**src/rtl/slp_pkg.sv**
```systemverilog
// ----------------------------------------------------------------------------
// slp_pkg: shared types and constants of the slew limited servo pwm block
// Field widths, operation and status codes, reset values and result types.
// ----------------------------------------------------------------------------
`default_nettype none

package slp_pkg;

	// channel count and timebase width
	localparam int NUM_CHANNELS = 3;
	localparam int COUNT_BITS   = 16;
	localparam int ACTIVE_CH    = (NUM_CHANNELS < 3) ? NUM_CHANNELS : 3;
	localparam int CH_IDX_BITS  = (ACTIVE_CH > 1) ? $clog2(ACTIVE_CH) : 1;

	// field widths
	localparam int WIDTH_BITS   = 16;
	localparam int CH_BITS      = 2;
	localparam int OP_BITS      = 2;
	localparam int STATUS_BITS  = 2;
	localparam int LEVEL_BITS   = 3;
	localparam int CMP_BITS     = (COUNT_BITS > WIDTH_BITS) ? COUNT_BITS : WIDTH_BITS;

	// configuration port
	localparam int CFG_IDX_BITS = 3;

	// reset values
	localparam logic [WIDTH_BITS-1:0] RESET_WIDTH  = WIDTH_BITS'(2000);
	localparam logic [WIDTH_BITS-1:0] RESET_STEP   = WIDTH_BITS'(20);
	localparam logic [WIDTH_BITS-1:0] RESET_MIN    = WIDTH_BITS'(500);
	localparam logic [WIDTH_BITS-1:0] RESET_MAX    = WIDTH_BITS'(2500);
	localparam logic [WIDTH_BITS-1:0] RESET_PERIOD = WIDTH_BITS'(20000);

	typedef logic [WIDTH_BITS-1:0] width_t;
	typedef logic [COUNT_BITS-1:0] count_t;

	// operation codes
	typedef enum logic [OP_BITS-1:0] {
		OP_WRITE_ONE = 2'd0,
		OP_WRITE_ALL = 2'd1,
		OP_TICK      = 2'd2,
		OP_NONE      = 2'd3
	} op_t;

	// result status codes
	typedef enum logic [STATUS_BITS-1:0] {
		ST_OK      = 2'd0,
		ST_CLAMPED = 2'd1,
		ST_INVALID = 2'd2,
		ST_UNUSED  = 2'd3
	} status_t;

	// configuration register indexes
	typedef enum logic [CFG_IDX_BITS-1:0] {
		CFG_CH0_MIN = 3'd0,
		CFG_CH0_MAX = 3'd1,
		CFG_CH1_MIN = 3'd2,
		CFG_CH1_MAX = 3'd3,
		CFG_CH2_MIN = 3'd4,
		CFG_CH2_MAX = 3'd5,
		CFG_SLEW    = 3'd6,
		CFG_PERIOD  = 3'd7
	} cfg_idx_t;

	// outcome of slew limiting and clamping for one channel
	typedef struct packed {
		width_t applied;
		width_t slewed;
		logic   clamped;
		logic   slew_hit;
	} calc_res_t;

endpackage

`default_nettype wire

```
**src/rtl/slp_slew_clamp.sv**
```systemverilog
// ----------------------------------------------------------------------------
// slp_slew_clamp: slew limiter and window clamp
// Limits the step from the last applied width, then clamps to min and max.
// ----------------------------------------------------------------------------
`default_nettype none

module slp_slew_clamp
	import slp_pkg::*;
(
	input  wire width_t    prev,
	input  wire width_t    request,
	input  wire width_t    step,
	input  wire width_t    min_width,
	input  wire width_t    max_width,
	output calc_res_t      res
);

	width_t up_diff;
	width_t down_diff;
	width_t slewed;
	logic   hit;
	width_t after_min;

	assign up_diff   = request - prev;
	assign down_diff = prev - request;

	// limit only when the change is strictly larger than the step
	always_comb begin
		slewed = request;
		hit    = 1'b0;
		if (request > prev && up_diff > step) begin
			slewed = prev + step;
			hit    = 1'b1;
		end else if (prev > request && down_diff > step) begin
			slewed = prev - step;
			hit    = 1'b1;
		end
	end

	// min clamp first, max clamp second so max wins
	assign after_min = (slewed < min_width) ? min_width : slewed;

	always_comb begin
		res.slewed   = slewed;
		res.slew_hit = hit;
		res.applied  = (after_min > max_width) ? max_width : after_min;
		res.clamped  = (slewed < min_width) || (after_min > max_width);
	end

endmodule

`default_nettype wire

```
**src/rtl/slp_timebase.sv**
```systemverilog
// ----------------------------------------------------------------------------
// slp_timebase: shared period counter and active compare values
// Counts ticks, loads the compare shadows at wrap and derives output levels.
// ----------------------------------------------------------------------------
`default_nettype none

module slp_timebase
	import slp_pkg::*;
(
	input  wire                     clk,
	input  wire                     arst_n,
	input  wire                     tick,
	input  wire width_t             period_limit,
	input  wire width_t             shadow [ACTIVE_CH],
	output logic [LEVEL_BITS-1:0]   levels_now,
	output logic [LEVEL_BITS-1:0]   levels_next
);

	count_t count_q;
	width_t active_q [ACTIVE_CH];
	count_t count_inc;
	count_t count_next;
	logic   wrap;

	// wrap on reaching the period or on counter overflow
	assign count_inc  = count_q + COUNT_BITS'(1);
	assign wrap       = (CMP_BITS'(count_inc) >= CMP_BITS'(period_limit)) ||
	                    (count_inc == '0);
	assign count_next = wrap ? '0 : count_inc;

	// levels now and after a tick
	always_comb begin
		levels_now  = '0;
		levels_next = '0;
		for (int i = 0; i < ACTIVE_CH; i++) begin
			levels_now[i]  = CMP_BITS'(count_q) < CMP_BITS'(active_q[i]);
			levels_next[i] = CMP_BITS'(count_next) <
			                 CMP_BITS'(wrap ? shadow[i] : active_q[i]);
		end
	end

	// counter and active compare registers
	always_ff @(posedge clk or negedge arst_n) begin
		if (!arst_n) begin
			count_q <= '0;
			for (int i = 0; i < ACTIVE_CH; i++) active_q[i] <= RESET_WIDTH;
		end else if (tick) begin
			count_q <= count_next;
			if (wrap) begin
				for (int i = 0; i < ACTIVE_CH; i++) active_q[i] <= shadow[i];
			end
		end
	end

endmodule

`default_nettype wire

```
**src/rtl/slew_limited_servo_pwm.sv**
```systemverilog
// ----------------------------------------------------------------------------
// slew_limited_servo_pwm: three channel servo pwm with slew rate limiting
// Input register, per-channel slew and clamp, timebase and result register.
// ----------------------------------------------------------------------------
// Each result passes the input register and then the result register.
// Throughput: one input per cycle for single writes and ticks unless stalled;
// a write-all gives one result per channel via the single result register.
// Reset: arst_n clears all control state at once, loads the register reset
// values and sets every width and compare to 2000; no clearing pass.
// ----------------------------------------------------------------------------
`default_nettype none

module slew_limited_servo_pwm
	import slp_pkg::*;
(
	input  wire                     clk,
	input  wire                     arst_n,
	// input stream
	input  wire                     s_tvalid,
	output logic                    s_tready,
	input  wire  [23:0]             s_tdata,   // channel[1:0], pulse_request[17:2], zero pad
	input  wire  [OP_BITS-1:0]      s_tuser,   // op[1:0]
	// result stream
	output logic                    m_tvalid,
	input  wire                     m_tready,
	output logic [39:0]             m_tdata,   // pwm_levels[2:0], result_channel[4:3],
	                                           // applied_width[20:5], slewed_width[36:21],
	                                           // status[38:37], slew_hit[39]
	output logic                    m_tlast,
	// configuration writes
	input  wire                     cfg_valid,
	output logic                    cfg_ready,
	input  wire  [CFG_IDX_BITS-1:0] cfg_index,
	input  wire  [WIDTH_BITS-1:0]   cfg_data
);

	// input stage
	logic               v_s1;
	op_t                op_s1;
	logic [CH_BITS-1:0] ch_s1;
	width_t             req_s1;
	logic [CH_BITS-1:0] idx_s1;

	// configuration registers
	width_t min_q [ACTIVE_CH];
	width_t max_q [ACTIVE_CH];
	width_t slew_q;
	width_t period_q;

	// last applied width, which is also the compare shadow
	width_t last_q [ACTIVE_CH];

	logic                   out_free;
	logic                   needs_out;
	logic                   last_step;
	logic                   step;
	logic                   done;
	logic [CH_BITS-1:0]     sel_ch;
	logic                   ch_valid;
	logic [CH_IDX_BITS-1:0] sel_idx;
	width_t                 prev;
	width_t                 sel_min;
	width_t                 sel_max;
	calc_res_t              calc;
	logic [LEVEL_BITS-1:0]  levels_now;
	logic [LEVEL_BITS-1:0]  levels_next;
	logic                   is_write;
	status_t                res_status;

	assign cfg_ready = 1'b1;

	// step control of the input stage
	assign out_free  = !m_tvalid || m_tready;
	assign needs_out = (op_s1 != OP_NONE);
	assign step      = v_s1 && (!needs_out || out_free);
	assign last_step = (op_s1 != OP_WRITE_ALL) || (idx_s1 == CH_BITS'(ACTIVE_CH - 1));
	assign done      = step && last_step;
	assign s_tready  = !v_s1 || done;

	// channel selection
	assign sel_ch   = (op_s1 == OP_WRITE_ALL) ? idx_s1 : ch_s1;
	assign ch_valid = ({1'b0, sel_ch} < (CH_BITS + 1)'(ACTIVE_CH));
	assign sel_idx  = sel_ch[CH_IDX_BITS-1:0];
	assign prev     = ch_valid ? last_q[sel_idx] : '0;
	assign sel_min  = ch_valid ? min_q[sel_idx]  : '0;
	assign sel_max  = ch_valid ? max_q[sel_idx]  : '0;
	assign is_write = (op_s1 == OP_WRITE_ONE) || (op_s1 == OP_WRITE_ALL);

	slp_slew_clamp u_calc (
		.prev      (prev),
		.request   (req_s1),
		.step      (slew_q),
		.min_width (sel_min),
		.max_width (sel_max),
		.res       (calc)
	);

	slp_timebase u_timebase (
		.clk          (clk),
		.arst_n       (arst_n),
		.tick         (step && (op_s1 == OP_TICK)),
		.period_limit (period_q),
		.shadow       (last_q),
		.levels_now   (levels_now),
		.levels_next  (levels_next)
	);

	// input register and write-all channel counter
	always_ff @(posedge clk or negedge arst_n) begin
		if (!arst_n) begin
			v_s1   <= 1'b0;
			op_s1  <= OP_NONE;
			ch_s1  <= '0;
			req_s1 <= '0;
			idx_s1 <= '0;
		end else if (s_tvalid && s_tready) begin
			v_s1   <= 1'b1;
			op_s1  <= op_t'(s_tuser);
			ch_s1  <= s_tdata[CH_BITS-1:0];
			req_s1 <= s_tdata[CH_BITS +: WIDTH_BITS];
			idx_s1 <= '0;
		end else if (done) begin
			v_s1   <= 1'b0;
		end else if (step) begin
			idx_s1 <= idx_s1 + CH_BITS'(1);
		end
	end

	// configuration registers
	always_ff @(posedge clk or negedge arst_n) begin
		if (!arst_n) begin
			for (int i = 0; i < ACTIVE_CH; i++) begin
				min_q[i] <= RESET_MIN;
				max_q[i] <= RESET_MAX;
			end
			slew_q   <= RESET_STEP;
			period_q <= RESET_PERIOD;
		end else if (cfg_valid && cfg_ready) begin
			unique case (cfg_idx_t'(cfg_index))
				CFG_SLEW:   slew_q   <= cfg_data;
				CFG_PERIOD: period_q <= cfg_data;
				default: begin
					for (int i = 0; i < ACTIVE_CH; i++) begin
						if (cfg_index[CFG_IDX_BITS-1:1] == (CFG_IDX_BITS - 1)'(i)) begin
							if (cfg_index[0]) max_q[i] <= cfg_data;
							else              min_q[i] <= cfg_data;
						end
					end
				end
			endcase
		end
	end

	// last applied widths
	always_ff @(posedge clk or negedge arst_n) begin
		if (!arst_n) begin
			for (int i = 0; i < ACTIVE_CH; i++) last_q[i] <= RESET_WIDTH;
		end else if (step && is_write && ch_valid) begin
			last_q[sel_idx] <= calc.applied;
		end
	end

	// result status
	always_comb begin
		if (op_s1 == OP_TICK)      res_status = ST_OK;
		else if (!ch_valid)        res_status = ST_INVALID;
		else if (calc.clamped)     res_status = ST_CLAMPED;
		else                       res_status = ST_OK;
	end

	// result register
	always_ff @(posedge clk or negedge arst_n) begin
		if (!arst_n) begin
			m_tvalid <= 1'b0;
		end else if (out_free) begin
			m_tvalid <= step && needs_out;
		end
	end

	always_ff @(posedge clk) begin
		if (out_free && step && needs_out) begin
			m_tlast <= last_step;
			if (op_s1 == OP_TICK) begin
				m_tdata <= {1'b0, res_status, WIDTH_BITS'(0), WIDTH_BITS'(0),
				            CH_BITS'(0), levels_next};
			end else if (!ch_valid) begin
				m_tdata <= {1'b0, res_status, WIDTH_BITS'(0), WIDTH_BITS'(0),
				            sel_ch, levels_now};
			end else begin
				m_tdata <= {calc.slew_hit, res_status, calc.slewed, calc.applied,
				            sel_ch, levels_now};
			end
		end
	end

	// a write-all stays in the input stage until its last channel
	assert property (@(posedge clk) disable iff (!arst_n)
		step && (op_s1 == OP_WRITE_ALL) && !last_step |=> v_s1 && (op_s1 == OP_WRITE_ALL))
		else $error("write-all left the input stage early");

	// the channel counter only runs for write-all
	assert property (@(posedge clk) disable iff (!arst_n)
		v_s1 && (idx_s1 != '0) |-> (op_s1 == OP_WRITE_ALL))
		else $error("channel counter moved outside write-all");

	// an invalid channel result is always the last of its input
	assert property (@(posedge clk) disable iff (!arst_n)
		m_tvalid && (m_tdata[38:37] == ST_INVALID) |-> m_tlast)
		else $error("invalid channel result not marked last");

	// no new transfer may overwrite an unfinished input
	assert property (@(posedge clk) disable iff (!arst_n)
		s_tvalid && s_tready && v_s1 |-> done)
		else $error("input stage overwritten");

endmodule

`default_nettype wire

```
**config.mk**
```make
export PLATFORM = sky130hd
export DESIGN_NAME = slew_limited_servo_pwm
export DESIGN_NICKNAME = d
export VERILOG_FILES = /design/src/rtl/slp_pkg.sv /design/src/rtl/slp_slew_clamp.sv /design/src/rtl/slp_timebase.sv /design/src/rtl/slew_limited_servo_pwm.sv
export SDC_FILE = /design/constraint.sdc
export NUM_CORES = 1
export LEC_CHECK = 0
export ABC_CLOCK_PERIOD_IN_PS = 13550
export BUFFER_PORTS_ARGS = -buffer_cell sky130_fd_sc_hd__buf_2
export CORE_UTILIZATION = 50
export CTS_CLUSTER_DIAMETER = 200
export DETAILED_ROUTE_END_ITERATION = 8
export PLACE_DENSITY = 0.73
export SETUP_SLACK_MARGIN = 0.1
export SYNTH_ARGS = -nofsm -noshare
export SYNTH_HDL_FRONTEND = slang
export SYNTH_HIERARCHICAL = 1
export SYNTH_SLANG_ARGS = --single-unit
```
**constraint.sdc**
```tcl
create_clock -name clk -period 13.55 [get_ports clk]
set_input_delay 0.6775 -clock clk [delete_from_list [all_inputs] [get_ports clk]]
set_output_delay 0.6775 -clock clk [all_outputs]
set_load 0.02 [all_outputs]
```
; Word level (Yosys, flattened, before mapping)
; Cells that the tools add are included.
[op_classes]
n_mux = 35
reduce_logical = 39
n_lt_le_gt_ge = 16
eq_ne = 10
addsub = 6
n_bitwise = 4
[ops]
columns = cell, n
row1 = $mux W16, 18
row2 = $lt A16 B16 Y1, 7
row3 = $bmux W16 S2, 3
row4 = $gt A16 B16 Y1, 5
row5 = $bwmux W48, 1
row6 = $sub A16 B16 Y16, 3
row7 = $demux W16 S2, 1
row8 = $reduce_and A4 Y1, 6
row9 = $add A16 B1 Y16 const B, 1
row10 = $add A16 B16 Y16, 1
row11 = $ge A16 B16 Y1, 1
row12 = $logic_not A16 Y1, 1
row13 = $logic_and A1 B1 Y1, 12
row14 = $mux W2, 6
row15 = $reduce_and A2 Y1, 4
row16 = $logic_or A1 B1 Y1, 7
row17 = $eq A2 B2 Y1 const B, 3
row18 = $eq A3 B3 Y1 const B, 2
row19 = $mux W1, 5
row20 = $eq A2 B1 Y1 const B, 2
row21 = $logic_not A2 Y1, 2
row22 = $ne A2 B1 Y1 const B, 2
row23 = $reduce_bool A2 Y1, 2
row24 = $reduce_or A2 Y1, 2
row25 = 9 further kinds, 13
[word_totals]
in_bits = 50
ff_bits = 305
output_inout_bits = 44

; Depth between registers and ports, before layout
; Gate-level depths: netlist of the first run.
[logic_depth]
word_depth = 19
ltp_mapped = 54

; By module
; Netlist of the first run, hierarchy kept.
[modules_own_cells]
columns = mod, cells_per_inst, seq_area_each_um2, n_inst, area_each_um2
row1 = slew_limited_servo_pwm, 720, 6311.1, 1, 10262.3
row2 = slp_timebase, 666, 1624.1, 1, 6088.3
row3 = slp_slew_clamp, 672, 0.0, 1, 5103.6

; Least setup slack after synthesis of the first run
; No wires, ideal clock.
[synth_timing]
path_kind = flip-flop to flip-flop
from = register op_s1[0]
to = register last_q[45] in the netlist's numbering
arrival_ps = 10972
slack_ps = 2451
path_stages_with_launch = 52
period_less_slack_ps = 11099
path_cell_list = dfstp_2 -> nor2b_1 -> buf_2 -> mux2i_1 -> buf_2 -> mux2i_1 -> o21ai_0 -> inv_1 -> ha_1 -> a21o_1 -> a21o_1 -> a21o_1 -> a21o_1 -> a21oi_1 -> o21bai_1 -> a21oi_1 -> o21ai_0 -> xor2_1 -> [16 not listed] -> o21a_1 -> buf_6 -> buf_8 -> mux2_4 -> ha_1 -> nor2b_1 -> o21ai_0 -> nand2b_1 -> a21oi_1 -> o21ai_0 -> a21oi_1 -> nor2b_1 -> o21ai_0 -> a22o_1 -> buf_1 -> clkbuf_1 -> mux2_2 -> mux2_1
[synth_rtl]
columns = element, line_no
row1 = "start, declared", slew_limited_servo_pwm.sv:39  ; op_t op_s1;
row2 = "start signal, assigned", slew_limited_servo_pwm.sv:118  ; op_s1 <= op_t'(s_tuser);
row3 = "end signal, assigned by index", slew_limited_servo_pwm.sv:159  ; last_q[sel_idx] <= calc.applied;
row4 = "end, declared", slew_limited_servo_pwm.sv:51  ; width_t last_q [ACTIVE_CH];

==> summary.md, run 1 <==
The number of nets handed over by synthesis was 2,345. After clock tree synthesis, the repair step resized 0 gates. For the total wirelength of the detailed-routed design, the log shows 60,870 um.

No sink is reached through more buffers than the 3 on the longest clock path. For the pin with the worst max-slew slack, the measured transition is 1.198 ns. Compared with the post-synthesis result, the final layout area differs by 10.74%. Post-route clock skew: 0.02342 ns. For this run, the register share of the synthesized area comes to 36.99%.

The initial utilization of the core area, before any placement, comes to 50.92%. The first detailed-routing pass ran for 5 iterations. Clock-pin slew was measured on the worst setup and hold paths at 0.06 ns. Most frequent cell on the critical path: sky130_fd_sc_hd__a21o_1.

Cells fill 56.39% of the core in the end. In this run the number of H-tree levels came out at 2. The leading cell type in the layout, fill and taps excluded is sky130_fd_sc_hd__mux2_2. The count of port buffers added during placement came out at 86. The worst path uses 93.44% of the clock period. The cell count after synthesis came out at 2,058. During I/O placement, the number of pins put on the boundary was 94.

The normalized max-slew margin is 19.31%. Counting flops with a built-in enable in the synthesized netlist gives 41. Net count of the finished layout: 2,421.

The worst setup path is captured at a flop. The delay of the slowest cell on the worst path came out at 0.88 ns. The count of non-filler cells in the finished layout is 2,701, and the worst path setup slack after routing is 0.8891 ns. The run gives 12,410 um2 as the area of the multi-input gates. The data arrival time of the worst path came out at 13.11 ns.

The tools report the critical path launch point type as a flop. The flip-flop and latch count after synthesis is 305, and the total of warnings raised by yosys is 6. After synthesis, the share of flip-flops with an asynchronous set or reset is 86.56%. The floorplan step set the die height to 209.1 um. Number of hold violations in the final report: 0. For this design, the slowest cell found on the critical path is sky130_fd_sc_hd__o21ai_0. The highest attainable clock frequency is 78.98 MHz, and the number of nets with antenna violations after routing is 0.

The initial detailed-routing violation count is 1,487. Per-cell via count in the routed design: 6.060. In this run the post-CTS setup repair buffer count came out at 0.

The most critical setup path has its startpoint at op_s1[0]. The half-perimeter wire length after placement was 45,930 um. The clock net in this run drives a total of 305 sinks. The post-route netlist has 25.99% of its cells at a drive strength greater than 1. The number of pins exceeding their max-slew limit in the final report is 0. Summing over every cut layer, the via total after detailed routing is 16.37k. The weighted congestion at the end of routability-driven global placement came out at 0.9607.

The count of buffering cells on the critical path with inverters included works out to 3. The number of placed instances, taps included, is 2,635. In this design, the largest share of critical-path delay is due to compound AO/OA/AOI/OAI gates. The type of the tightest min-delay check is in -> async.

Setup repair after global routing left no endpoint under its margin. In this run the mean area of a mapped cell was 10.42 um2. Post-route minimum period: 12.66 ns. The cell sitting at the root of the clock tree is a sky130_fd_sc_hd__clkbuf_16. The startpoint of the most critical register-to-register path is op_s1[0]. The worst endpoint required time was 14.00 ns; the average detailed-routed wire length per instance was 22.54 um. The number of antenna diodes in the final layout is 0.

Global routing used 28.24% of the available tracks across all layers. Primary flip-flop cell chosen by synthesis mapping: sky130_fd_sc_hd__dfrtp_1. The netlist uses 91 different library cells. The max-capacitance violation count was 0. The run finished with clean final reports. The type of the setup path with the least slack was reg -> reg. Along the worst path, the maximum fanout reaches 13. In the final timing run, aggregate negative setup slack is 0 ns. Clock tree synthesis inserted a total of 36 buffers. Global-route wire length before repair: 94,710 um. TritonCTS built the clock tree. In the layout the commonest cells are sky130_fd_sc_hd__mux2_2, sky130_fd_sc_hd__ha_1, sky130_fd_sc_hd__dfrtp_1. For the hold buffer count at cts, the log shows 0.

For the area inside the core boundary, the log shows 42,130 um2. The total overflow left after global routing is 0. The worst slack at placement is 1.047 ns, and the largest net degree at the start of global routing is 104. Clock latency on the worst-skew pair, taken at its later pin, is 0.57 ns. Initial antenna violation count: 1. The post-synthesis instance area is 21,450 um2, and the fill cell instance count of the final layout is 3,580. The run gives 7935 um2 as the area taken by flip-flops and latches. The number of setup violations in the final report was 0; the number of rows created at floorplan was 75. The die outline area came out at 43,740 um2. The die extent in x is 209.1 um, and the number of remaining DRC errors is 0. The number of global-route vias before repair was 16.27k.
metal layers:
metal | track usage [%] | up-vias | share of wire (%)
met5 | 0 | - | 0.021
met4 | 6.744 | 2 | 2.0
met3 | 4.629 | 83 | 6.4
met2 | 45.29 | 542 | 46
met1 | 39.80 | 8130 | 46
li1 | - | 7610 | -
worst paths after layout:
kind	to	slack, ns	depth (start not counted)
hold / removal	min_q[15]	0.1	1
min in group clk	req_s1[10]	0.35	2
hold reg to reg	u_timebase/active_q[21]	0.49	1
max in group asynchronous	idx_s1[0]	11.42	3
setup / recovery	last_q[46]	0.89	44
setup reg to reg	last_q[46]	0.89	44
kinds of logic after synthesis:
kind of cell / after synthesis / synth area share (%)
adders and majority gates: 237 / 13.96
xor gates and xnor gates: 46 / 1.878
DFF: 305 / 36.99
other: 1 / 0.01748
and+or+nand+nor: 424 / 10.62
AOI/OAI and AO/OA: 431 / 13.23
muxes: 343 / 17.92
buffers and inverters: 271 / 5.383
layout make-up:
cell class | instances | area share [%]
Timing Repair Buffer | 137 | 3.465
Clock inverter | 14 | 0.8374
Multi-Input combinational cell | 1482 | 52.25
Tap cell | 539 | 2.839
Sequential cell | 305 | 33.40
Inverter | 172 | 2.718
Clock buffer | 52 | 4.487
state kept, by name, indices dropped and copies added (netlist names):
signal	count
u_timebase/active_q	48
m_tlast	1
ch_s1	2
m_tdata	40
m_tvalid	1
slew_q	16
req_s1	16
op_s1	2
v_s1	1
max_q	48
last_q	48
u_timebase/count_q	16
min_q	48
idx_s1	2
period_q	16
worst register-to-register path: cells and delay by family, from the launching register on:
kind,cells,cell delay (ns)
xor+xnor,1,0.17
buf+inv,3,0.67
mux,5,1.85
fa+ha+maj,4,1.26
flops,1,0.66
simple gates,5,2.13
compound gates,26,5.83
stage by stage:
stage	hold slack, ns	instance area [um2]
finish	0.09831	23760
global route	0.2013	23760
CTS	0.1781	23760
detailed placement	0.4754	22490
global placement	0.4702	22490
floorplan	0.3819	21450
cells in the mapped netlist (all sizes together), types with 5 or more instances:
master,n,area share [%]
nand2b,19,0.55
nand4b,5,0.20
clkbuf,47,0.82
ha,233,14
and4,5,0.20
nor2b,17,0.50
o21a,8,0.28
o221ai,11,0.45
o211ai,11,0.41
nor2,51,0.89
inv,172,3.0
o21ai,90,2.1
mux2,287,15
o21bai,9,0.31
dfstp,78,9.6
a211o,6,0.24
xnor2,27,1.1
a211oi,7,0.33
buf,52,1.6
a21oi,135,3.2
a221o,10,0.47
dfrtp,186,22
o31ai,6,0.23
a22oi,9,0.31
nor4,6,0.20
a311oi,5,0.20
a221oi,11,0.56
a21o,75,2.6
nor3,66,1.6
and2,38,1.1
nand3,20,0.52
mux2i,56,2.6
nand4,41,1.3
nor3b,5,0.27
edfxtp,41,5.7
or3,7,0.23
a31oi,13,0.38
and3,22,0.66
xor2,19,0.78
nand2,108,1.9
Power of run 1 is left out: the tool's default activity adds up to more than one toggle a clock period on the data nets, which glitch-free logic cannot reach.
==> run 2, diff against run 1 <==
--- a/config.mk
+++ b/config.mk
@@ -7,10 +7,12 @@
 export LEC_CHECK = 0
 export ABC_CLOCK_PERIOD_IN_PS = 13550
 export BUFFER_PORTS_ARGS = -buffer_cell sky130_fd_sc_hd__buf_2
+export CAP_MARGIN = 30
 export CORE_UTILIZATION = 50
 export CTS_CLUSTER_DIAMETER = 200
 export DETAILED_ROUTE_END_ITERATION = 8
 export PLACE_DENSITY = 0.73
+export RECOVER_POWER = 25
 export SETUP_SLACK_MARGIN = 0.1
 export SYNTH_ARGS = -nofsm -noshare
 export SYNTH_HDL_FRONTEND = slang
==> run 2 against run 1 <==
Against the previous run:
- the flow now finishes with violations (max-capacitance violations, max-slew violations)
- core utilization up 0.11 points
- wire length up 0.65%
- design area up 0.19%
- non-clock buffer count up 8
- hold slack better by 0.25 ns
- sequential share of layout area down 0.065 points
- critical endpoint is now m_tdata[5]
- largest cell class unchanged
- highest routed layer is now met4
==> summary.md, run 2 (synthesized netlist as in run 1, its figures left out) <==
The run finished, with violations left. The final reports fail on max-capacitance violations, max-slew violations. The first global-routing pass estimated 94,930 um of wire. The worst setup path is launched from a flop. The worst path in the final design needs a cycle of 12.52 ns, including I/O delays and setup. For this run, the slowest stage of the critical path takes 0.66 ns. In this run the worst hold path is classified as in -> reg.

The clock root buffer master was sky130_fd_sc_hd__clkbuf_16. Clock sink count: 305. The die extent in x works out to 209.1 um. STA classifies the critical path endpoint as a flop. For the number of hold violations in the final report, the log shows 0. In this run the most used layer during global routing was met2.

The number of cells traversed by the worst register-to-register path was 46; the hold buffer count at cts was 0. In this run the tightest slew margin relative to its limit is -276.7%. For the number of pins exceeding their max-slew limit in the final report, the log shows 104. In this run the critical register-to-register path is launched from op_s1[0].

The highest attainable clock frequency came out at 79.85 MHz. In the global route stage, met2 resource usage came out at 45.07%. Cells with a size suffix above 1 make up 26.13% of the layout. The sum of negative setup slack is 0 ns, and the growth of design area from synthesis to finish is 10.95%.

STA puts the critical path data required time at 13.97 ns. For the worst setup path, the data arrival time is 12.94 ns. The logs give 3,580 for the fill cell instance count of the final layout and 28.20% for the total routing resource utilization after global routing. The die covers 43,740 um2. The maximum root-to-sink buffer count was 3. The H-tree was split into 2 levels.

The logs give 0 for the remaining global-route overflow and 46,150 um for the half-perimeter wire length after placement. The first routing iteration left 1,407 violations. The type of the setup path with the least slack was reg -> reg. On the final layout, the worst clock skew is 0.02762 ns. TritonCTS built the clock tree. After detailed routing, the number of vias per cell comes to 6.086. The number of global-route vias before repair is 16.35k, and the number of rows created at floorplan is 75. The worst hold path begins at s_tdata[11].

The net count of the finished layout is 2,429, and the ratio of final minimum period to clock period is 92.42%. In the final routed layout, each cell accounts on average for 22.60 um. The depth of the worst hold-timing path is 2. For the met3 track demand over resource, the log shows 4.599%. For the pin with the worst max-slew slack, the measured transition is 5.650 ns. Weighted congestion at the end of routability-driven global placement: 0.9607. The quantity of gates resized following cts was 0; the clock-pin transition on the worst setup and hold timing paths was 0.07 ns. The number of search-and-repair iterations in the first detailed-routing pass was 5. The count of nets left with antenna violations once routing finished came out at 0. The run gives 61,270 um as the total wirelength of the detailed-routed design.

Buffers added to address setup during post-CTS repair amount to 0. The run gives 1 as the initial antenna violation count. Entering global routing, the biggest net connects 104 pins.

The count of port buffers added during placement works out to 86. For this design, the slowest cell found on the critical path is sky130_fd_sc_hd__dfstp_2. The worst register-to-register path ends at m_tdata[5]. The total area inside the core boundary comes to 42,130 um2. The global-route met1 utilization was 39.41%; the area of the multi-input gates was 12,410 um2. In this run the register-to-register setup slack is 1.03 ns.

94 I/O pins were placed. The routed layout has 16.50k vias. The initial utilization of the core area, before any placement, comes to 50.92%. Setup repair after global routing left no endpoint under its margin. The vertical die dimension came out at 209.1 um.

The library cell used most frequently in the layout, excluding fill and tap cells, is sky130_fd_sc_hd__mux2_2. The endpoint with the worst hold slack was req_s1[9]. The run gives 36 as the number of buffers added by the clock tree synthesis step. The peak fanout along the critical path came out at 13. The library cells used most frequently in the layout, excluding fill and tap cells, are sky130_fd_sc_hd__mux2_2, sky130_fd_sc_hd__ha_1, sky130_fd_sc_hd__dfrtp_1.

The number of setup violations in the final report is 0. The clock reaches the later pin of the worst-skew pair after 0.57 ns. The sequential cells in the finished layout cover a total of 7935 um2. The cell that appears most often on the critical path is sky130_fd_sc_hd__a21o_1. After detailed routing, the number of remaining DRC violations is 0. The max-capacitance violation count is 1.
run 2: worst max-delay path, delay by kind of cell (launching register included):
kind	cells	cell delay [ns]
AO/OA/AOI/OAI	27	5.81
XOR/XNOR	1	0.17
adder cells (fa/ha/maj)	4	1.11
buffers and inverters	4	0.96
flip-flops	1	0.66
multiplexers	4	1.55
AND/OR/NAND/NOR	6	2.13
run 2: metrics by stage:
step / utilization, % / instance area (um2) / cells / setup WS [ns] / hold slack [ns]
2_1_floorplan: - / 21450 / 2058 / 2.451 / 0.3819
3_3_place_gp: 53.38 / 22490 / 2635 / 1.217 / 0.4702
3_5_place_dp: 53.48 / 22530 / 2639 / 0.9705 / 0.4754
4_1_cts: 56.45 / 23790 / 2705 / 0.9826 / 0.1777
5_1_grt: 56.48 / 23800 / 2709 / 0.3382 / 0.3540
6_report: 56.50 / 23800 / 2711 / 1.027 / 0.3507
run 2: layer usage:
| metal | up-vias | wire (um) |
|---|---|---|
| li1 | 7642 | - |
| met1 | 8202 | 27850 |
| met2 | 566 | 28020 |
| met3 | 88 | 4045 |
| met4 | 0 | 1355 |
| met5 | - | 0 |
run 2: layout make-up:
class,count,area share (%)
Sequential cell,305,33.34
Inverter,172,2.712
Timing Repair Buffer,145,3.690
Tap cell,539,2.833
Antenna cell,2,0.02102
Clock inverter,18,0.6781
Clock buffer,48,4.589
Multi-Input combinational cell,1482,52.14
run 2: worst max-delay path by stage:
| stage | from | end | slack, ns | cells after the start |
|---|---|---|---|---|
| 4_1_cts | op_s1[0] | last_q[46] | 0.98 | 46 |
| 2_1_floorplan | op_s1[0] | last_q[45] | 2.45 | 51 |
| 5_1_grt | op_s1[0] | m_tdata[19] | 0.34 | 47 |
| 3_3_place_gp | op_s1[0] | last_q[46] | 1.22 | 46 |
| 6_report | op_s1[0] | m_tdata[5] | 1.03 | 46 |
| 3_5_place_dp | op_s1[0] | last_q[46] | 0.97 | 46 |
Power of run 2 is left out for the same reason.
